**src/rtl/core/pdm_pkg.sv**
```systemverilog
// pdm_pkg: shared types, constants and saturation helpers for the pressure decay monitor
// no dependencies
package pdm_pkg;

  localparam int NumW  = 41;
  localparam int DenW  = 35;
  localparam int CfgW  = 18;
  localparam int CfgIdxW = 3;

  localparam logic [CfgIdxW-1:0] CfgAdcRef  = 3'd0;
  localparam logic [CfgIdxW-1:0] CfgSensMin = 3'd1;
  localparam logic [CfgIdxW-1:0] CfgSensAtm = 3'd2;
  localparam logic [CfgIdxW-1:0] CfgMinPa   = 3'd3;
  localparam logic [CfgIdxW-1:0] CfgDeadbnd = 3'd4;

  typedef logic signed [18:0] pa_out_t;
  typedef logic signed [23:0] rate_t;

  function automatic rate_t sat24(input logic signed [NumW:0] v);
    if (v > 42'sd8388607) return 24'sh7fffff;
    if (v < -42'sd8388608) return 24'sh800000;
    return v[23:0];
  endfunction

  function automatic logic signed [17:0] sat18(input logic signed [NumW:0] v);
    if (v > 42'sd131071) return 18'sh1ffff;
    if (v < -42'sd131072) return 18'sh20000;
    return v[17:0];
  endfunction

endpackage

```
**src/rtl/core/pdm_if.sv**
```systemverilog
// pdm_in_if and pdm_out_if: valid/ready channels of the pressure decay monitor
// depends on pdm_pkg
interface pdm_in_if #(parameter int SampleW = 12);
  logic               valid;
  logic               ready;
  logic [SampleW-1:0] adc_sample;
  logic [31:0]        time_ms;
  modport source(output valid, adc_sample, time_ms, input ready);
  modport sink(input valid, adc_sample, time_ms, output ready);
endinterface

interface pdm_out_if;
  logic             valid;
  logic             ready;
  pdm_pkg::pa_out_t pressure_pa;
  pdm_pkg::rate_t   drop_rate;
  pdm_pkg::rate_t   rise_speed;
  modport source(output valid, pressure_pa, drop_rate, rise_speed, input ready);
  modport sink(input valid, pressure_pa, drop_rate, rise_speed, output ready);
endinterface

```
**src/rtl/core/pressure_decay_monitor.sv**
```systemverilog
// pressure_decay_monitor: burst mean, pressure map, moving average and decay rates
// depends on pdm_pkg and pdm_if
// a sample that does not end a burst leaves the input ready for the next sample
// a burst-ending sample keeps the input busy until the burst has been processed:
// up to four divisions on one shared restoring divider (skipped when a divisor is
// zero), up to five products on one shared multiplier, shift-add steps for the mV
// scaling, a read and an add per window entry and control steps; a full output adds wait
// reset: asynchronous active low, configuration to defaults, history cleared
module pressure_decay_monitor #(
  parameter int BURST_LEN = 20,
  parameter int WINDOW    = 5,
  parameter int ADC_BITS  = 12
) (
  input  logic                        clk_i,
  input  logic                        rst_ni,
  input  logic                        cfg_we_i,
  input  logic [pdm_pkg::CfgIdxW-1:0] cfg_idx_i,
  input  logic [pdm_pkg::CfgW-1:0]    cfg_data_i,
  pdm_in_if.sink                      in_ch,
  pdm_out_if.source                   out_ch
);
  import pdm_pkg::*;

  localparam int SumW  = ADC_BITS + 5;
  localparam int CntW  = $clog2(BURST_LEN + 1);
  localparam int FillW = $clog2(WINDOW + 1);
  localparam int IdxW  = (WINDOW > 1) ? $clog2(WINDOW) : 1;
  localparam int AdcMax = (1 << ADC_BITS) - 1;
  localparam int RecK  = SumW + $clog2(BURST_LEN);
  localparam longint RecM = ((64'sd1 <<< RecK) + BURST_LEN - 1) / BURST_LEN;

  typedef enum logic [4:0] {
    S_IDLE, S_MEAN, S_QM, S_DIV, S_M1, S_D1, S_MV, S_M2, S_D2, S_PA, S_RD, S_ACC, S_AVG,
    S_UPD, S_M3, S_D3, S_DEC, S_M4, S_D4, S_SPD, S_OUT
  } state_e;

  state_e st_q, ret_q, dret;

  logic [12:0] ref_q, smin_q, atm_q;
  logic signed [17:0] minp_q;
  logic [15:0] db_q;

  logic [SumW-1:0] sum_q;
  logic [CntW-1:0] cnt_q;
  logic [31:0] bstart_q, tlast_q, ltime_q, start_q;
  logic primed_q;
  logic signed [17:0] store_q [WINDOW];
  logic signed [17:0] rd_q;
  logic [FillW-1:0] fill_q;
  logic [IdxW-1:0] head_q, idx_q;
  logic signed [22:0] last_q, low_q, avg_q;
  logic signed [23:0] loss_q;
  logic [31:0] rise_q;
  logic signed [21:0] acc_q;
  logic signed [52:0] prod_q;
  logic signed [NumW-1:0] res_q;
  rate_t dec_q, spd_q;

  logic [39:0] quo_q;
  logic [33:0] rem_q, den_q;
  logic neg_q;
  logic [5:0] dcnt_q;

  logic out_valid_q;
  pa_out_t out_pa_q;
  rate_t out_dec_q, out_spd_q;

  logic lnch;
  logic signed [NumW-1:0] dnum;
  logic signed [DenW-1:0] dden;
  logic signed [33:0] ma;
  logic signed [21:0] mb;
  logic signed [13:0] span;
  logic [31:0] dt, el;
  logic [34:0] trial;
  logic signed [22:0] avr;

  assign span = $signed({1'b0, atm_q}) - $signed({1'b0, smin_q});
  assign dt = bstart_q - ltime_q;
  assign el = bstart_q - start_q;
  assign trial = {rem_q, quo_q[39]} - {1'b0, den_q};
  assign avr = avg_q + $signed({19'b0, {4{avg_q[22]}}});

  assign in_ch.ready = (st_q == S_IDLE);
  assign out_ch.valid = out_valid_q;
  assign out_ch.pressure_pa = out_pa_q;
  assign out_ch.drop_rate = out_dec_q;
  assign out_ch.rise_speed = out_spd_q;

  always_comb begin
    lnch = 1'b0;
    dnum = prod_q[NumW-1:0];
    dden = DenW'(1);
    dret = S_IDLE;
    ma = '0;
    mb = '0;
    case (st_q)
      S_MEAN: begin
        ma = 34'(RecM); mb = 22'(sum_q);
      end
      S_M1: begin
        ma = res_q[33:0]; mb = $signed({9'b0, ref_q});
      end
      S_M2: begin
        ma = res_q[33:0] - $signed({21'b0, smin_q}); mb = -(22'(minp_q));
      end
      S_D2: begin
        lnch = (span != 14'sd0); dden = DenW'(span); dret = S_PA;
      end
      S_AVG: begin
        lnch = 1'b1; dnum = NumW'(acc_q) <<< 4; dden = $signed({{(DenW-FillW){1'b0}}, fill_q});
        dret = S_UPD;
      end
      S_M3: begin
        ma = 34'(loss_q); mb = 22'sd125;
      end
      S_D3: begin
        lnch = (dt != 32'd0); dden = $signed({2'b0, dt, 1'b0}); dret = S_DEC;
      end
      S_M4: begin
        ma = $signed({2'b0, rise_q}); mb = 22'sd125;
      end
      S_D4: begin
        lnch = (el != 32'd0); dden = $signed({2'b0, el, 1'b0}); dret = S_SPD;
      end
      default: ;
    endcase
  end

  always_ff @(posedge clk_i or negedge rst_ni) begin
    logic signed [22:0] avgv;
    logic signed [23:0] lossv;
    logic [32:0] rsum;
    if (!rst_ni) begin
      st_q <= S_IDLE;
      ret_q <= S_IDLE;
      ref_q <= 13'd3300;
      smin_q <= 13'd500;
      atm_q <= 13'd4460;
      minp_q <= -18'sd98070;
      db_q <= 16'd80;
      sum_q <= '0;
      cnt_q <= '0;
      bstart_q <= '0;
      tlast_q <= '0;
      ltime_q <= '0;
      start_q <= '0;
      primed_q <= 1'b0;
      fill_q <= '0;
      head_q <= '0;
      idx_q <= '0;
      last_q <= '0;
      low_q <= '0;
      rise_q <= '0;
      dcnt_q <= '0;
      out_valid_q <= 1'b0;
    end else begin
      if (cfg_we_i) begin
        case (cfg_idx_i)
          CfgAdcRef:  ref_q <= cfg_data_i[12:0];
          CfgSensMin: smin_q <= cfg_data_i[12:0];
          CfgSensAtm: atm_q <= cfg_data_i[12:0];
          CfgMinPa:   minp_q <= $signed(cfg_data_i);
          CfgDeadbnd: db_q <= cfg_data_i[15:0];
          default: ;
        endcase
      end
      if (out_valid_q && out_ch.ready) out_valid_q <= 1'b0;
      if (lnch) begin
        neg_q <= dnum[NumW-1] ^ dden[DenW-1];
        quo_q <= dnum[NumW-1] ? 40'(-dnum) : dnum[39:0];
        den_q <= dden[DenW-1] ? 34'(-dden) : dden[33:0];
        rem_q <= '0;
        dcnt_q <= 6'd40;
        ret_q <= dret;
        st_q <= S_DIV;
      end else begin
        case (st_q)
          S_IDLE: begin
            if (in_ch.valid) begin
              if (cnt_q == '0) begin
                bstart_q <= in_ch.time_ms;
                sum_q <= SumW'(in_ch.adc_sample);
              end else begin
                sum_q <= sum_q + SumW'(in_ch.adc_sample);
              end
              if (cnt_q == CntW'(BURST_LEN - 1)) begin
                cnt_q <= '0;
                tlast_q <= in_ch.time_ms;
                st_q <= S_MEAN;
              end else begin
                cnt_q <= cnt_q + 1'b1;
              end
            end
          end
          S_MEAN: begin
            prod_q <= ma * mb;
            st_q <= S_QM;
          end
          S_QM: begin
            res_q <= NumW'(prod_q >>> RecK);
            st_q <= S_M1;
          end
          S_DIV: begin
            if (dcnt_q == '0) begin
              res_q <= neg_q ? -$signed({1'b0, quo_q}) : $signed({1'b0, quo_q});
              st_q <= ret_q;
            end else begin
              if (!trial[34]) rem_q <= trial[33:0];
              else rem_q <= {rem_q[32:0], quo_q[39]};
              quo_q <= {quo_q[38:0], ~trial[34]};
              dcnt_q <= dcnt_q - 1'b1;
            end
          end
          S_M1: begin
            prod_q <= ma * mb;
            st_q <= S_D1;
          end
          S_D1: begin
            rem_q <= prod_q[33:0];
            res_q <= '0;
            st_q <= S_MV;
          end
          S_MV: begin
            if ((rem_q >> ADC_BITS) != '0) begin
              res_q <= res_q + NumW'(rem_q >> ADC_BITS);
              rem_q <= (rem_q & 34'(AdcMax)) + (rem_q >> ADC_BITS);
            end else begin
              if (rem_q == 34'(AdcMax)) res_q <= res_q + 1'b1;
              st_q <= S_M2;
            end
          end
          S_M2: begin
            prod_q <= ma * mb;
            st_q <= S_D2;
          end
          S_D2: begin
            res_q <= '0;
            st_q <= S_PA;
          end
          S_PA: begin
            store_q[head_q] <= sat18((NumW+1)'(minp_q) + (NumW+1)'(res_q));
            head_q <= (head_q == IdxW'(WINDOW - 1)) ? '0 : head_q + 1'b1;
            if (fill_q != FillW'(WINDOW)) fill_q <= fill_q + 1'b1;
            acc_q <= '0;
            idx_q <= '0;
            st_q <= S_RD;
          end
          S_RD: begin
            rd_q <= store_q[idx_q];
            st_q <= S_ACC;
          end
          S_ACC: begin
            acc_q <= acc_q + 22'(rd_q);
            if (FillW'(idx_q) + 1'b1 == fill_q) begin
              st_q <= S_AVG;
            end else begin
              idx_q <= idx_q + 1'b1;
              st_q <= S_RD;
            end
          end
          S_UPD: begin
            avgv = res_q[22:0];
            avg_q <= avgv;
            if (!primed_q) begin
              primed_q <= 1'b1;
              last_q <= avgv;
              ltime_q <= bstart_q;
              st_q <= S_IDLE;
            end else begin
              if (avgv < low_q) begin
                low_q <= avgv;
                start_q <= bstart_q;
              end
              lossv = 24'(avgv) - 24'(last_q);
              if (lossv < 0 && (-lossv) < $signed({4'b0, db_q, 4'b0})) lossv = '0;
              loss_q <= lossv;
              if (lossv >= 0) begin
                rsum = {1'b0, rise_q} + 33'(lossv[22:0]);
                rise_q <= rsum[32] ? 32'hffffffff : rsum[31:0];
              end else begin
                rise_q <= '0;
                low_q <= '0;
                start_q <= tlast_q;
              end
              st_q <= S_M3;
            end
          end
          S_M3: begin
            prod_q <= ma * mb;
            st_q <= S_D3;
          end
          S_D3: begin
            res_q <= '0;
            st_q <= S_DEC;
          end
          S_DEC: begin
            dec_q <= sat24((NumW+1)'(res_q));
            st_q <= S_M4;
          end
          S_M4: begin
            prod_q <= ma * mb;
            st_q <= S_D4;
          end
          S_D4: begin
            res_q <= '0;
            st_q <= S_SPD;
          end
          S_SPD: begin
            spd_q <= sat24((NumW+1)'(res_q));
            st_q <= S_OUT;
          end
          S_OUT: begin
            if (!out_valid_q || out_ch.ready) begin
              out_valid_q <= 1'b1;
              out_pa_q <= avr[22:4];
              out_dec_q <= dec_q;
              out_spd_q <= spd_q;
              last_q <= avg_q;
              ltime_q <= bstart_q;
              st_q <= S_IDLE;
            end
          end
          default: st_q <= S_IDLE;
        endcase
      end
    end
  end

endmodule

```
**src/flat_wrapper.sv**
```systemverilog
// flat-port wrapper written by rule: the top's interface ports become plain ports
module pressure_decay_monitor_flat import pdm_pkg::*;
#(
  parameter int BURST_LEN = 20,
  parameter int WINDOW    = 5,
  parameter int ADC_BITS  = 12
)
  (clk_i, rst_ni, cfg_we_i, cfg_idx_i, cfg_data_i, in_ch_valid, in_ch_adc_sample, in_ch_time_ms, in_ch_ready, out_ch_valid, out_ch_pressure_pa, out_ch_drop_rate, out_ch_rise_speed, out_ch_ready);
  pdm_in_if in_ch_i ();
  pdm_out_if out_ch_i ();
  input  logic clk_i;
  input  logic rst_ni;
  input  logic cfg_we_i;
  input  logic [pdm_pkg::CfgIdxW-1:0] cfg_idx_i;
  input  logic [pdm_pkg::CfgW-1:0] cfg_data_i;
  input wire logic [$bits(in_ch_i.valid)-1:0] in_ch_valid;
  input wire logic [$bits(in_ch_i.adc_sample)-1:0] in_ch_adc_sample;
  input wire logic [$bits(in_ch_i.time_ms)-1:0] in_ch_time_ms;
  output wire logic [$bits(in_ch_i.ready)-1:0] in_ch_ready;
  output wire logic [$bits(out_ch_i.valid)-1:0] out_ch_valid;
  output wire logic [$bits(out_ch_i.pressure_pa)-1:0] out_ch_pressure_pa;
  output wire logic [$bits(out_ch_i.drop_rate)-1:0] out_ch_drop_rate;
  output wire logic [$bits(out_ch_i.rise_speed)-1:0] out_ch_rise_speed;
  input wire logic [$bits(out_ch_i.ready)-1:0] out_ch_ready;
  assign in_ch_i.valid = in_ch_valid;
  assign in_ch_i.adc_sample = in_ch_adc_sample;
  assign in_ch_i.time_ms = in_ch_time_ms;
  assign in_ch_ready = in_ch_i.ready;
  assign out_ch_valid = out_ch_i.valid;
  assign out_ch_pressure_pa = out_ch_i.pressure_pa;
  assign out_ch_drop_rate = out_ch_i.drop_rate;
  assign out_ch_rise_speed = out_ch_i.rise_speed;
  assign out_ch_i.ready = out_ch_ready;
  pressure_decay_monitor #(.BURST_LEN(BURST_LEN), .WINDOW(WINDOW), .ADC_BITS(ADC_BITS)) u_core (.clk_i(clk_i), .rst_ni(rst_ni), .cfg_we_i(cfg_we_i), .cfg_idx_i(cfg_idx_i), .cfg_data_i(cfg_data_i), .in_ch(in_ch_i), .out_ch(out_ch_i));
endmodule
```
**config.mk**
```make
export PLATFORM = sky130hd
export DESIGN_NAME = pressure_decay_monitor_flat
export DESIGN_NICKNAME = d
export VERILOG_FILES = /design/src/rtl/core/pdm_pkg.sv /design/src/rtl/core/pdm_if.sv /design/src/rtl/core/pressure_decay_monitor.sv /design/src/flat_wrapper.sv
export SDC_FILE = /design/constraint.sdc
export NUM_CORES = 2
export LEC_CHECK = 0
export BUFFER_PORTS_ARGS = -buffer_cell sky130_fd_sc_hd__buf_2
export CAP_MARGIN = 5
export CORE_UTILIZATION = 35
export DETAILED_ROUTE_END_ITERATION = 7
export HOLD_SLACK_MARGIN = 0.08
export PLACE_DENSITY_LB_ADDON = 0.3
export SLEW_MARGIN = 15
export SYNTH_ARGS = -nofsm -noshare
export SYNTH_HDL_FRONTEND = slang
export SYNTH_SLANG_ARGS = --single-unit
```
**constraint.sdc**
```tcl
create_clock -name clk_i -period 10.3 [get_ports clk_i]
set_input_delay 0.515 -clock clk_i [delete_from_list [all_inputs] [get_ports clk_i]]
set_output_delay 0.515 -clock clk_i [all_outputs]
set_load 0.05 [all_outputs]
```
**After elaboration in Yosys (flattened, before gate mapping)**

Memories as Yosys holds them, arrays and structs flattened. A register that Yosys moved wholly into a read port is not among the register bits.
Cells that the tools add are included.

- Bits in registers: 715
- Bits in writable memories: 90
- Memories: 1

Memories:

| memory | words | bits a word | read ports | clocked after Yosys merged registers in | wr ports | line | RTL |
|---|---|---|---|---|---|---|---|
| u_core.store_q | 5 | 18 | 1 | 1 | 1 | pressure_decay_monitor.sv:47 | `logic signed [17:0] store_q [WINDOW];` |

- Add/sub/neg operators: 24
- $mul: 1
- Magnitude comparators: 8
- Equality and inequality tests: 41
- Mux-type cells: 92
- Bitwise gates (word level): 3
- Reduce and logical (&&, ||, !) cells: 48

Operators with widths:

| kind | count |
|---|---|
| 2-to-1 mux 24 bit | 10 |
| 2-to-1 mux 41 bit | 5 |
| 2-to-1 mux 32 bit | 6 |
| case mux 34 bit (5 select lines) | 1 |
| case mux 41 bit (4 select lines) | 1 |
| 2-to-1 mux 40 bit | 4 |
| case mux 35 bit (4 select lines) | 1 |
| 2-to-1 mux 34 bit | 4 |
| 2-to-1 mux 18 bit | 6 |
| case mux 34 bit (3 select lines) | 1 |
| case mux 5 bit (20 select lines) | 1 |
| 2-to-1 mux 23 bit | 4 |
| case mux 22 bit (4 select lines) | 1 |
| case mux 32 bit (2 select lines) | 1 |
| nonzero test 32 bit | 2 |
| subtractor 32 bit | 2 |
| multiplier 34 x 22 -> 53 bit | 1 |
| case mux 23 bit (2 select lines) | 1 |
| case mux 22 bit (2 select lines) | 1 |
| adder 18 x 41 -> 42 bit | 1 |
| > comparator 42 x 18 -> 1 bit, second input constant | 1 |
| < comparator 42 x 18 -> 1 bit, second input constant | 1 |
| adder 41 x 1 -> 41 bit, second input constant | 1 |
| adder 41 x 22 -> 41 bit | 1 |
| 66 further kinds | 159 |

**Longest topological paths before layout**

- Word-level depth: 12
- Depth in mapped cells: 45
- Gate-level depth less buffers: 44

**Least setup slack after synthesis**

Ideal clock, no wire load.

- Kind: register to register
- Start point: reg u_core.res_q[0]
- End point: reg u_core.prod_q[50] (data pin)
- Data arrival time: 10,579 ps
- Data required time: 10,035 ps
- Path slack: -544 ps
- Cell stages (with the launch flop): 44
- Path buffers: 1
- Clock period less this slack: 10,844 ps
- Cell sequence: edfxtp_1 inv_1 ha_1 inv_1 fa_1 a21o_1 a21oi_1 o21bai_1 a211o_1 a31oi_1 o21bai_1 a21o_1 a31o_2 a211oi_1 nand3b_1 xnor2_1 a21o_1 clkbuf_1 [8 not listed] fa_1 fa_1 inv_1 fa_1 inv_1 ha_1 a21oi_1 o221ai_1 a21o_1 a221oi_1 o21ai_0 a211oi_1 o21a_1 o21ai_0 a21o_1 a21oi_1 o21ai_0 xor2_1

- Cells in the longest elaborated chain, start to end: 3

RTL lines:

| what | line | RTL |
|---|---|---|
| start: declaration | pressure_decay_monitor.sv:56 | `logic signed [NumW-1:0] res_q;` |
| start signal: assignment | pressure_decay_monitor.sv:201 | `res_q <= NumW'(prod_q >>> RecK);` |
| start signal: assignment | pressure_decay_monitor.sv:206 | `res_q <= neg_q ? -$signed({1'b0, quo_q}) : $signed({1'b0, quo_q});` |
| start signal: assignment | pressure_decay_monitor.sv:226 | `res_q <= res_q + NumW'(rem_q >> ADC_BITS);` |
| subtractor 34 x 13 -> 34 bit | pressure_decay_monitor.sv:105 | `ma = res_q[33:0] - $signed({21'b0, smin_q}); mb = -(22'(minp_q));` |
| case mux 34 bit (5 select lines) * | pressure_decay_monitor.sv:97 | `case (st_q)` |
| multiplier 34 x 22 -> 53 bit * | -- |  |
| end signal: assignment | pressure_decay_monitor.sv:197 | `prod_q <= ma * mb;` |
| end signal: assignment | pressure_decay_monitor.sv:216 | `prod_q <= ma * mb;` |
| end signal: assignment | pressure_decay_monitor.sv:234 | `prod_q <= ma * mb;` |
| end: declaration | pressure_decay_monitor.sv:55 | `logic signed [52:0] prod_q;` |

Mark *: on every way between the ends. The rest lies on a longest branch, timed or not.
A chain may end at the register's enable or synchronous reset.

**Final worst setup path**

- Start point: reg u_core.res_q[0]
- End point: reg u_core.prod_q[49] (data pin)

The elaborated chain is that of the path after synthesis.

==> impl_metrics.csv <==
group,metric,value,unit
clocking,path_clk_slew,0.07,ns
grt,grt_pass1_vias,62970,
die,core_area,0.2199,mm2
synth,synth-seq-cells,823,
min_path,hp-start,"in_ch_adc_sample[8]",
timing,fin_crit_sh,97.53,%
critical_path,start_kind,"register",
power,p_switching,0.01494,W
critical_path,r2r_cells,42,
drt,postRouteAntennaNets,0,
drt,wl,271300,um
power,clock_power_share,12.3,%
synth,synth_top_cell_area_share,19.16,%
min_path,worstHoldPathCells,3,
cells_and_area,final_cells,11540,
critical_path,regToRegSetupSlack,0.25,ns
clocking,ctsLongestPathBuffers,3,
clocking,cts_tree,"done",
power,power_density,330.8,mW/mm2
power,intPower,0.01431,W
synth,synth_cells,8152,
grt,overflow,0,
die,die_w,472.9,um
drt,first_pass_iters,5,
critical_path,rr_endpoint,"u_core.prod_q[49]",
power,ir_drop,0.2467,mV
status,status,"finished, final reports clean",
synth,synthArstFlopShare,39.85,%
timing,tightest_slew,1.202,ns
min_path,worstHoldPathType,"input pin to register",
placement,portBuffers,138,
die,die_area,0.2236,mm2
timing,finalSetupViolCount,0,
drt,avgRoutedWirePerCell,23.50,um
power,leakage,38.75,nW
cells_and_area,nNetsFinal,9779,
drt,via_count,63830,
cells_and_area,design_area,0.08843,mm2
timing,period_minus_slack,10.05,ns
clocking,cts_buffers,93,
grt,grt_max_degree,83,
grt,grt_pass1_wl,405000,um
placement,dpl_cell_area,0.08389,mm2
synth,synth_area_leaders,"edfxtp_1, fa_1, dfrtp_1, ha_1, inv_1",
power,switching_share,51.08,%
critical_path,end_kind,"register",
critical_path,critPathTopFamily,"adder cells",
critical_path,r2r_start,"u_core.res_q[0]",
synth,yosysWarnings,0,
synth,yosysSeqAreaShare,29.78,%
drt,vias_per_cell,5.529,
die,io_pins,139,
cells_and_area,drive_gt1_share,12.50,%
power,comb_power_share,67.7,%
timing,fin_setup_tns,0,ns
critical_path,cp_max_fo,3,
placement,routabilityCongestion,0.9823,
power,seq_power_share,20.0,%
drt,drc,0,
die,fp.dieH,472.9,um
timing,hold_violations,0,
grt,grt.total_usage,24.00,%
timing,fin_skew,0.06529,ns
die,row_count,172,
critical_path,worstPathArrival,10.53,ns
synth,netlist_area,0.07760,mm2
synth,synthFlopType,"edfxtp_1",
timing,finalMaxSlewViolations,0,
critical_path,cp.required,10.79,ns
drt,drt-initial-drc-count,6480,
timing,timing.fmax,99.54,MHz
die,start_util,35.28,%
cells_and_area,syn_to_final_growth,13.96,%
critical_path,startpoint,"u_core.res_q[0]",
timing,grt_setup_unrepaired,"true",
placement,dpl.hpwl,214900,um
clocking,htree_num_levels,3,
critical_path,crit_end,"u_core.prod_q[49]",
grt,antenna_found_initial,23,
clocking,clkLatencyLatePin,0.75,ns
synth,syn_area_per_cell,9.519,um2
critical_path,critPathMaxStageDelay,0.55,ns
critical_path,worstSetupPathType,"register to register",
critical_path,crit_buf_inv,11,
synth,synth_top_area_cell,"edfxtp_1",
synth,netlist-cell-type-count,107,
critical_path,cp.depth,42,
placement,dp_cells,11280,
flow_run,drv_cap,0,
synth,synth.net_count,9430,
clocking,root_buffer,"clkbuf_16",
clocking,cts_sinks,823,
timing,relSlewSlack,19.87,%
critical_path,worst_path_max_delay_cell,"fa_1",
synth,synth_edf_count,495,
critical_path,crit_top_cell,"fa_1",
-- worst min-delay path by stage --
stage                                   endpoint  slack (ns)
floorplan                        u_core.atm_q[0]        0.22
global placement    u_core.out_ch.rise_speed[11]        0.40
detailed placement  u_core.out_ch.rise_speed[17]        0.41
CTS                               u_core.db_q[4]        0.09
global route                      u_core.db_q[4]        0.14
finish                           u_core.sum_q[8]        0.13
-- layer usage --
layer,up-vias,share of wire (%),track usage [%]
li1,28440,-,-
met1,32130,44,33.95
met2,2798,44,36.91
met3,451,8.4,3.894
met4,10,4.1,8.450
met5,-,0.025,0
-- synthesized netlist by cell type, types with 140 or more instances --
master	number
a21o_1	150
a21oi_1	383
clkbuf_1	281
dfrtp_1	301
edfxtp_1	495
fa_1	727
ha_1	481
inv_1	1097
mux2_2	140
nand2_1	930
nor2_1	583
nor3_1	167
o21ai_0	345
xnor2_1	300
xor2_1	145
-- sequential cells by signal, indices dropped and copies added (netlist names), 24 cells and up --
name,flops
u_core.rem_q,34
u_core.den_q,34
u_core.loss_q,24
u_core.prod_q,53
u_core.tlast_q,32
u_core.quo_q,40
u_core.dec_q,24
u_core.out_ch.drop_rate,24
u_core.rise_q,32
u_core.start_q,32
u_core.store_q,90
u_core.bstart_q,32
u_core.out_ch.rise_speed,24
u_core.ltime_q,32
u_core.spd_q,24
u_core.res_q,41
-- area by class of cell --
| type | instances | area, um2 |
|---|---|---|
| antenna | 4 | 10.01 |
| clock buffer | 124 | 2711 |
| clock inverter | 52 | 609.3 |
| fill | 21760 | 131500 |
| inverter | 1098 | 4121 |
| multi-input combinational | 5876 | 49560 |
| sequential | 823 | 23110 |
| tap | 2958 | 3701 |
| timing repair buffer | 609 | 4607 |
-- metrics by stage --
| stage | setup WS, ns | total power [W] | hold WS, ns | util (%) |
|---|---|---|---|---|
| 6_report | 0.2540 | 0.02926 | 0.1279 | 40.21 |
| 3_3_place_gp | -0.3521 | 0.02457 | 0.4047 | 38.14 |
| 5_1_grt | -0.04986 | 0.03129 | 0.1397 | 40.20 |
| 2_1_floorplan | -0.02019 | 0.01776 | 0.2194 | - |
| 4_1_cts | -0.01527 | 0.02869 | 0.09443 | 39.98 |
| 3_5_place_dp | -0.4283 | 0.02484 | 0.4054 | 38.14 |
-- worst reg2reg max path, delay by kind of cell, from the launching register on --
kind / cells / cell delay (ns)
xor gates and xnor gates: 2 / 0.25
adders and majority gates: 10 / 4.47
DFF: 1 / 0.41
buffers and inverters: 11 / 1.17
and+or+nand+nor: 2 / 0.35
AOI/OAI and AO/OA: 17 / 3.18
-- cells by family after synthesis --
| family | after synthesis | synth area share (%) |
|---|---|---|
| buffers and inverters | 1453 | 7.279 |
| and+or+nand+nor | 2375 | 14.12 |
| xor gates and xnor gates | 445 | 5.023 |
| muxes | 227 | 3.504 |
| other | 1 | 0.004833 |
| AOI/OAI and AO/OA | 1620 | 13.78 |
| adders and majority gates | 1208 | 26.51 |
| DFF | 823 | 29.78 |
-- power by group through the flow --
stage / clock [W] / combinational (W) / sequential (W)
final: 0.00359 / 0.0198 / 0.00585
after global routing: 0.00377 / 0.0216 / 0.00587
after CTS: 0.00366 / 0.0192 / 0.00579
after detailed placement: 0 / 0.0190 / 0.00585
after global placement: 0 / 0.0187 / 0.00583
after floorplan: 0 / 0.0124 / 0.00534
-- placed cells by master, fill, tap and decap left out, types with 48 or more instances in the layout --
master and count:
a21oi_1 370, a21o_1 150, xor2_1 144, and2_1 93
dlygate4sd3_1 52, nor2_1 574, nor2b_1 89, buf_2 139
buf_4 388, a31oi_1 86, nor3_1 156, inv_1 1090
ha_1 473, nand2_1 926, and3_1 58, clkbuf_16 99
dfrtp_1 301, o31ai_1 58, o21ai_0 327, mux2_2 140
o21a_1 67, nand2b_1 68, a211oi_1 48, edfxtp_1 495
a22oi_1 63, xnor2_1 298, fa_1 719, nand3_1 115
-- timing repair --
action | in CTS | in global routing
gates cloned | 0 | 1
hold buffers | 52 | 0
setup endpoints to repair | 12 | 54
resized for setup | 27 | 80
endpoints found under the hold margin | 154 | 0
setup buffers | 7 | 22
pin swaps | 14 | 84
Note: power is estimated with default switching activity, not from simulation.
